$ cat src/urb_pkg.sv
package urb_pkg;

   localparam int Q = 30;
   localparam logic [30:0] Q_ONE = 31'h4000_0000;
   localparam logic [30:0] PI_HALF_Q30 = 31'd1686629713;
   localparam logic signed [33:0] ATM_UNITS = 34'sd25939200;

   localparam int TERMS = 8;
   localparam int SINE_LATENCY = 2 * TERMS + 3;

   localparam int DEN_W = 22;
   localparam int QUO_W = 31;
   localparam int DVD_W = 52;

   localparam logic [4:0] PE_RESET = 5'd4;
   localparam logic signed [21:0] UPPER_RESET = 22'sd2560;
   localparam logic signed [21:0] LOWER_RESET = 22'sd0;

   typedef enum logic [1:0] {
      CSR_POWER_EXPONENT = 2'd0,
      CSR_UPPER_CUTOFF   = 2'd1,
      CSR_LOWER_CUTOFF   = 2'd2
   } urb_csr_type;

   typedef enum logic [1:0] {
      CLS_BLEND,
      CLS_ONE,
      CLS_FULL
   } urb_class_type;

   typedef struct packed {
      urb_class_type cls;
      logic [30:0]   p;
   } urb_side_type;

   // Reciprocal of the Taylor divisor (2n)(2n+1), rounded up, for an exact
   // quotient of any 32-bit dividend after the matching right shift.
   function automatic logic [32:0] term_mult(input int n);
      case (n)
         1: return 33'd5726623062;
         2: return 33'd6871947674;
         3: return 33'd6544712071;
         4: return 33'd7635497416;
         5: return 33'd4997780127;
         6: return 33'd7048151461;
         7: return 33'd5235769657;
         8: return 33'd8084644322;
         default: return 33'd0;
      endcase
   endfunction

   function automatic int term_shift(input int n);
      case (n)
         1: return 35;
         2: return 37;
         3: return 38;
         4: return 39;
         5: return 39;
         6: return 40;
         7: return 40;
         8: return 41;
         default: return 0;
      endcase
   endfunction

   // Half of the divisor, added before the division to round to nearest.
   function automatic logic [7:0] term_half(input int n);
      case (n)
         1: return 8'd3;
         2: return 8'd10;
         3: return 8'd21;
         4: return 8'd36;
         5: return 8'd55;
         6: return 8'd78;
         7: return 8'd105;
         8: return 8'd136;
         default: return 8'd0;
      endcase
   endfunction

endpackage

$ cat src/urb_div.sv
module urb_div (
   input  logic                     clock,
   input  logic                     reset,
   input  logic                     in_valid,
   input  logic [51:0]              in_dividend,
   input  logic [21:0]              in_divisor,
   input  urb_pkg::urb_side_type    in_side,
   output logic                     out_valid,
   output logic [30:0]              out_quotient,
   output urb_pkg::urb_side_type    out_side
);

   localparam int QW = urb_pkg::QUO_W;
   localparam int DW = urb_pkg::DEN_W;
   localparam int VW = urb_pkg::DVD_W;

   logic                  st_valid_ff [QW];
   logic [DW-1:0]         st_rem_ff   [QW];
   logic [QW-1:0]         st_quo_ff   [QW];
   logic [VW-1:0]         st_dvd_ff   [QW];
   urb_pkg::urb_side_type st_side_ff  [QW];

   // One quotient bit per stage; the remainder always stays below the divisor.
   for (genvar k = 0; k < QW; k++) begin : g_stage
      logic                  src_valid;
      logic [DW-1:0]         src_rem;
      logic [QW-1:0]         src_quo;
      logic [VW-1:0]         src_dvd;
      urb_pkg::urb_side_type src_side;
      logic [DW:0]           trial_in;
      logic [DW:0]           diff_in;
      logic                  ge_in;

      if (k == 0) begin : g_first
         assign src_valid = in_valid;
         assign src_rem   = DW'(in_dividend[VW-1:QW]);
         assign src_quo   = '0;
         assign src_dvd   = in_dividend;
         assign src_side  = in_side;
      end else begin : g_rest
         assign src_valid = st_valid_ff[k-1];
         assign src_rem   = st_rem_ff[k-1];
         assign src_quo   = st_quo_ff[k-1];
         assign src_dvd   = st_dvd_ff[k-1];
         assign src_side  = st_side_ff[k-1];
      end

      assign trial_in = {src_rem, src_dvd[QW-1-k]};
      assign ge_in = trial_in >= {1'b0, in_divisor};
      assign diff_in = trial_in - {1'b0, in_divisor};

      always_ff @(posedge clock) begin
         if (reset) begin
            st_valid_ff[k] <= 1'b0;
         end else begin
            st_valid_ff[k] <= src_valid;
         end
      end

      always_ff @(posedge clock) begin
         st_rem_ff[k]  <= ge_in ? diff_in[DW-1:0] : trial_in[DW-1:0];
         st_quo_ff[k]  <= {src_quo[QW-2:0], ge_in};
         st_dvd_ff[k]  <= src_dvd;
         st_side_ff[k] <= src_side;
      end
   end

   assign out_valid = st_valid_ff[QW-1];
   assign out_quotient = st_quo_ff[QW-1];
   assign out_side = st_side_ff[QW-1];

endmodule

$ cat config.mk
export PLATFORM = sky130hd
export DESIGN_NAME = urb_div
export DESIGN_NICKNAME = d
export VERILOG_FILES = /design/src/urb_pkg.sv /design/src/urb_div.sv
export SDC_FILE = /design/constraint.sdc
export NUM_CORES = 2
export LEC_CHECK = 0
export ABC_CLOCK_PERIOD_IN_PS = 11700
export BUFFER_PORTS_ARGS = -buffer_cell sky130_fd_sc_hd__buf_4
export CAP_MARGIN = 20
export CORE_AREA = 2 2 483 485
export DETAILED_ROUTE_END_ITERATION = 8
export DIE_AREA = 0 0 485 487
export GPL_ROUTABILITY_DRIVEN = 0
export RECOVER_POWER = 25
export SETUP_SLACK_MARGIN = 0.1
export SLEW_MARGIN = 25
export SYNTH_ARGS = -nofsm -noshare
export SYNTH_HDL_FRONTEND = slang
export SYNTH_MEMORY_MAX_BITS = 65536
export SYNTH_SLANG_ARGS = --single-unit
$ cat constraint.sdc
create_clock -name clock -period 11.7 [get_ports clock]
set_input_delay 2.925 -clock clock [delete_from_list [all_inputs] [get_ports clock]]
set_output_delay 2.925 -clock clock [all_outputs]
set_load 0.005 [all_outputs]
== Yosys cells after proc, flatten, opt, wreduce, memory -nomap -nowiden ==
Memories as Yosys holds them, arrays and structs flattened.
Index checks and enable logic that the tools add are counted.
Operators by class
  bitwise operators: 31
  add/sub/neg operators: 31
  mux-type cells: 65
  order comparisons: 31
  reduce and logical (&&, ||, !) cells: 0
  div/mod/pow operators: 0
  equal/unequal tests: 0
  $mul: 0
  shifts and indexed selects: 0
Operators with widths (number)
  >= comparator 23 x 22 -> 1 bit: 30
  two-way mux 22 bit: 31
  subtractor 22 bit: 31
  two-way mux 1 bit: 34
  bitwise OR 1 bit: 31
  >= comparator 22 bit: 1
Storage, ports and cells
  input bits: 110
  word-level logic and storage cells: 163
  bits in writable memories: 4309
  flip-flop bits (word level): 0
  output and inout bits: 65
  latch bits: 0
  memories kept: 5
  memory bits (read-only): 0
Memories
  st_dvd_ff: words 31, width 52, rd ports 30, clocked after memory_dff 0, write ports 31, RTL line urb_div.sv:20  | logic [VW-1:0] st_dvd_ff [QW];
  st_side_ff: words 31, width 33, rd ports 31, clocked after memory_dff 0, write ports 31, RTL line urb_div.sv:21  | urb_pkg::urb_side_type st_side_ff [QW];
  st_quo_ff: words 31, width 31, rd ports 31, clocked after memory_dff 0, write ports 31, RTL line urb_div.sv:19  | logic [QW-1:0] st_quo_ff [QW];
  st_rem_ff: words 31, width 22, rd ports 30, clocked after memory_dff 0, write ports 31, RTL line urb_div.sv:18  | logic [DW-1:0] st_rem_ff [QW];
  st_valid_ff: words 31, width 1, rd ports 31, clocked after memory_dff 0, write ports 31, RTL line urb_div.sv:17  | logic st_valid_ff [QW];

== Logic depth before layout (Yosys ltp) ==
  word-level depth: 3
  depth in mapped cells: 15
  mapped depth without buffers: 14

== Least setup slack after synthesis ==
Ideal clock, no wire load.
  kind: input port to flip-flop
  from: in in_divisor[1]
  to: mem st_rem_ff[6][13] in the netlist's numbering
  path slack: 4072 ps
  stages: 13
  setup time: 121 ps
  data arrival time: 7507 ps
  cells stage by stage: inv_1 ha_1 nor2b_1 o211ai_1 nand3_1 a31oi_1 a21oi_1 a221o_1 a21oi_1 a21oi_1 a2111oi_4 buf_4 mux2_2
RTL lines
  start: declaration: RTL line urb_div.sv:6  | input logic [21:0] in_divisor,
  end: declaration: RTL line urb_div.sv:18

==> results.md <==
- Detailed Place HPWL: 129000 µm
- Crit-path max FO: 20
- Avg WL per Cell: 16.1 µm
- Max-Slew Margin vs Limit: about two fifths
- Final TNS setup: 0 ns
- Total number of vias: 57500
- Total GRT Usage: 15.4%
- Slew Limit Fails: 0
- Area Overhead vs Synth: 16.5%
- Hold buffers post-CTS: 0
- Synth Instances: between 7000 and 8000
- WHS: about 0.25 ns
- Slowest CP cell: buf_4
- F_max: 159 MHz
- Sw Pwr: 11.3 mW
- DRC violations left: 0
- WP data required: 12.47 ns
- Global-route wire length before repair: 295000 µm
- Clock power frac: 27.1%
- Worst setup path class: in2reg
- Ports: 175
- Worst VDD drop: 0.149 mV
- Dpl cell area: 97000 µm²
- # rows: 177
- Crit. End Element: flop
- P_leak: 46.1 nW
- RSZ-0062 raised after global routing: no
- Async set or reset register ratio after synthesis: 0%
- Design area: between 100000 and 150000 µm²
- CTS tree: yes
- Largest net degree at the start of global routing: 62
- Hold violation count in the final report: 0
- # setup viols final: 0
- Seq pwr share: 36.5%
- Status: finished clean
- Gate power share: 36.5%
- Pre-CTS worst setup slack: between 4 and 5 ns
- WL final: 187000 µm
- Switch share: between 30 and 40%
- Drt first pass iters: 8
- Synthesis-stage register bit count: ~2700
- PwrDens: 323 nW/µm²
- Layout cells sized above 1: 13.1%
- Max incr delay on CP: 0.55 ns
- Via density: 4.94
- Crit path launch type: input port
- Worst setup margin: 5.39 ns
- Skew final: between 0.07 and 0.08 ns
- CP Cell Sequence: buf_4 -> inv_2 -> buf_4 -> ha_1 -> nand4_1 -> inv_1 -> a221o_1 -> nor2_1 -> o21ai_1 -> a211oi_2 -> a2bb2oi_1 -> o21ai_1 -> a211oi_4 -> buf_6 -> mux2_2
- CTS sink count: ~2700
- Post-CTS resize count: 0
- Minimum clock period: 6.31 ns
- Clock-pin slew on the worst setup and hold paths: 0.06 ns
- Maximum root-to-sink buffer count: 4
- Final period util: 53.9%
- Actual slew at the worst max-slew pin: 0.892 ns
- Prevailing post-synth register cell: dfxtp_1
- Hold path start: st_dvd_ff[8][11]
- R2R cell count: 14
- Nets: 9217
- ANT nets after route: 0
- Die ar.: between 200000 and 250000 µm²
- R2R Path Start: st_dvd_ff[13][16]
- Vias in the first global route: 57000
- I/O Buffers: approximately 170
- CTS HTree Levels: 5
- Total congestion overflow: 0
- Core ar.: between 200000 and 250000 µm²
- Clk root buf: clkbuf_16
- Number of distinct library cells after synthesis: 94
- Syn Std Cell Area: 91900 µm²
- Starting Density: 39.7%
- Power Internal: 23.2 mW
- Syn nets: roughly 8800
- Synth warn: 0
- Post-CTS Setup Bufs: 0
- Critical path arrival: 7.08 ns
- Die Wd: 485 µm
- Number of synthesized flops with an enable pin: 0
- Sequential area share after synthesis: 58.3%
- Launch point of the worst path: in_divisor[15]
- Initial antenna violation count: 6
- HP Class: reg2reg
- Average cell area after synthesis: 11.5 µm²
- Die Ht: around 490 µm
- WHS Path Cells: 0
- Max-cap violations: 0
- Overall Power: between 30 and 40 mW
- Clock latency on the worst-skew pair: roughly 0.93 ns
- Starting DRT DRC Count: 3113
- Total CTS buffers: 294
-- routing by layer --
layer / global-route usage [%] / share of wire [%] / up-vias / wire (µm)
met5: 0 / 0.0059 / - / 11
met1: 19.4 / 45 / 26800 / 84500
met4: 7.21 / 4.2 / 2 / 7780
li1: - / - / 29000 / -
met3: 3.03 / 4.6 / 463 / 8640
met2: 25.5 / 46 / 1263 / 86200
-- layout make-up --
class                   instances  area [µm²]
well taps                    3043        3810
flip-flops and latches       2675       53600
multi-input cells            4951       37000
repair buffers                225        1710
diodes                          5        12.5
inverters                     248         933
clock buffers                 410        8510
clock inverters                93        1450
fillers                     20700      124000
-- final timing paths --
kind	to	slack, ns
setup reg to reg	st_rem_ff[14][18]	7.73
setup / recovery	st_rem_ff[22][1]	5.39
hold reg to reg	st_dvd_ff[9][11]	0.25
hold / removal	st_dvd_ff[9][11]	0.25
-- power groups by stage --
| stage | clock (mW) | sequential, mW | combinational (mW) |
|---|---|---|---|
| final | 9.34 | 12.6 | 12.6 |
| after global routing | 10.0 | 12.8 | 14.0 |
| after CTS | 9.67 | 12.6 | 12.5 |
| after detailed placement | 0 | 12.8 | 12.4 |
| after global placement | 0 | 12.8 | 12.1 |
| after floorplan | 0 | 12.3 | 10.1 |
-- cells in the final DEF, fill, tap and decap left out, types with 57 or more instances in the layout --
cell,count
dfxtp_1,2675
ha_1,682
a21oi_1,576
nand2_1,411
nor2_1,390
o21ai_0,388
xnor2_1,346
mux2_2,333
clkbuf_16,301
a21o_1,296
inv_1,227
buf_4,221
xor2_1,199
nor3_1,124
nand3_1,120
nor2b_1,102
nand4_1,87
o21bai_1,80
o21a_1,74
nand2b_1,66
clkbuf_8,57
-- sequential cells by signal, indices dropped and copies added (netlist names) --
signal,flops
st_dvd_ff,465
st_rem_ff,660
st_side_ff,1023
st_quo_ff,496
st_valid_ff,31
-- worst max-delay path, delay by kind of cell --
family	cells	cell delay, ns
AOI/OAI and AO/OA	6	1.61
muxes	1	0.35
adders and majority gates	1	0.37
buffers and inverters	5	1.48
and+or+nand+nor	2	0.29
-- kinds of logic after synthesis --
kind of cell               synth area share (%)
and+or+nand+nor                            7.87
xor gates and xnor gates                   5.20
AOI/OAI and AO/OA                          12.7
DFF                                        58.3
buffers and inverters                      1.57
adders and majority gates                  9.94
muxes                                      4.39
-- synthesized netlist by cell type, drive strengths merged, types with 23 or more instances --
library cell | instances | area [µm²]
and2 | 23 | 144
buf | 45 | 245
a31oi | 49 | 307
inv | 248 | 931
or2 | 28 | 175
o31ai | 31 | 262
ha | 682 | 8530
a211oi | 52 | 405
nor2 | 390 | 1460
and3 | 49 | 307
nor2b | 102 | 638
a21oi | 578 | 2910
dfxtp | 2675 | 53600
o211ai | 27 | 203
xor2 | 199 | 1740
a2111oi | 23 | 289
nand3 | 120 | 601
nand2 | 411 | 1540
a21o | 300 | 2260
nand4 | 87 | 544
clkbuf | 69 | 269
nand2b | 66 | 413
o21bai | 80 | 601
xnor2 | 346 | 3030
mux2i | 26 | 260
mux2 | 335 | 3780
or3 | 36 | 225
o21a | 75 | 563
nor3 | 125 | 631
fa | 30 | 601
o21ai | 406 | 2040
-- stage by stage --
step / instances / utilization [%]
2_1_floorplan: 7988 / -
3_3_place_gp: 11100 / 41.9
3_5_place_dp: 11100 / 41.9
4_1_cts: 11600 / 46.2
5_1_grt: 11600 / 46.2
6_report: 11700 / 46.2
No activity file was read; power rests on OpenSTA's default activity.
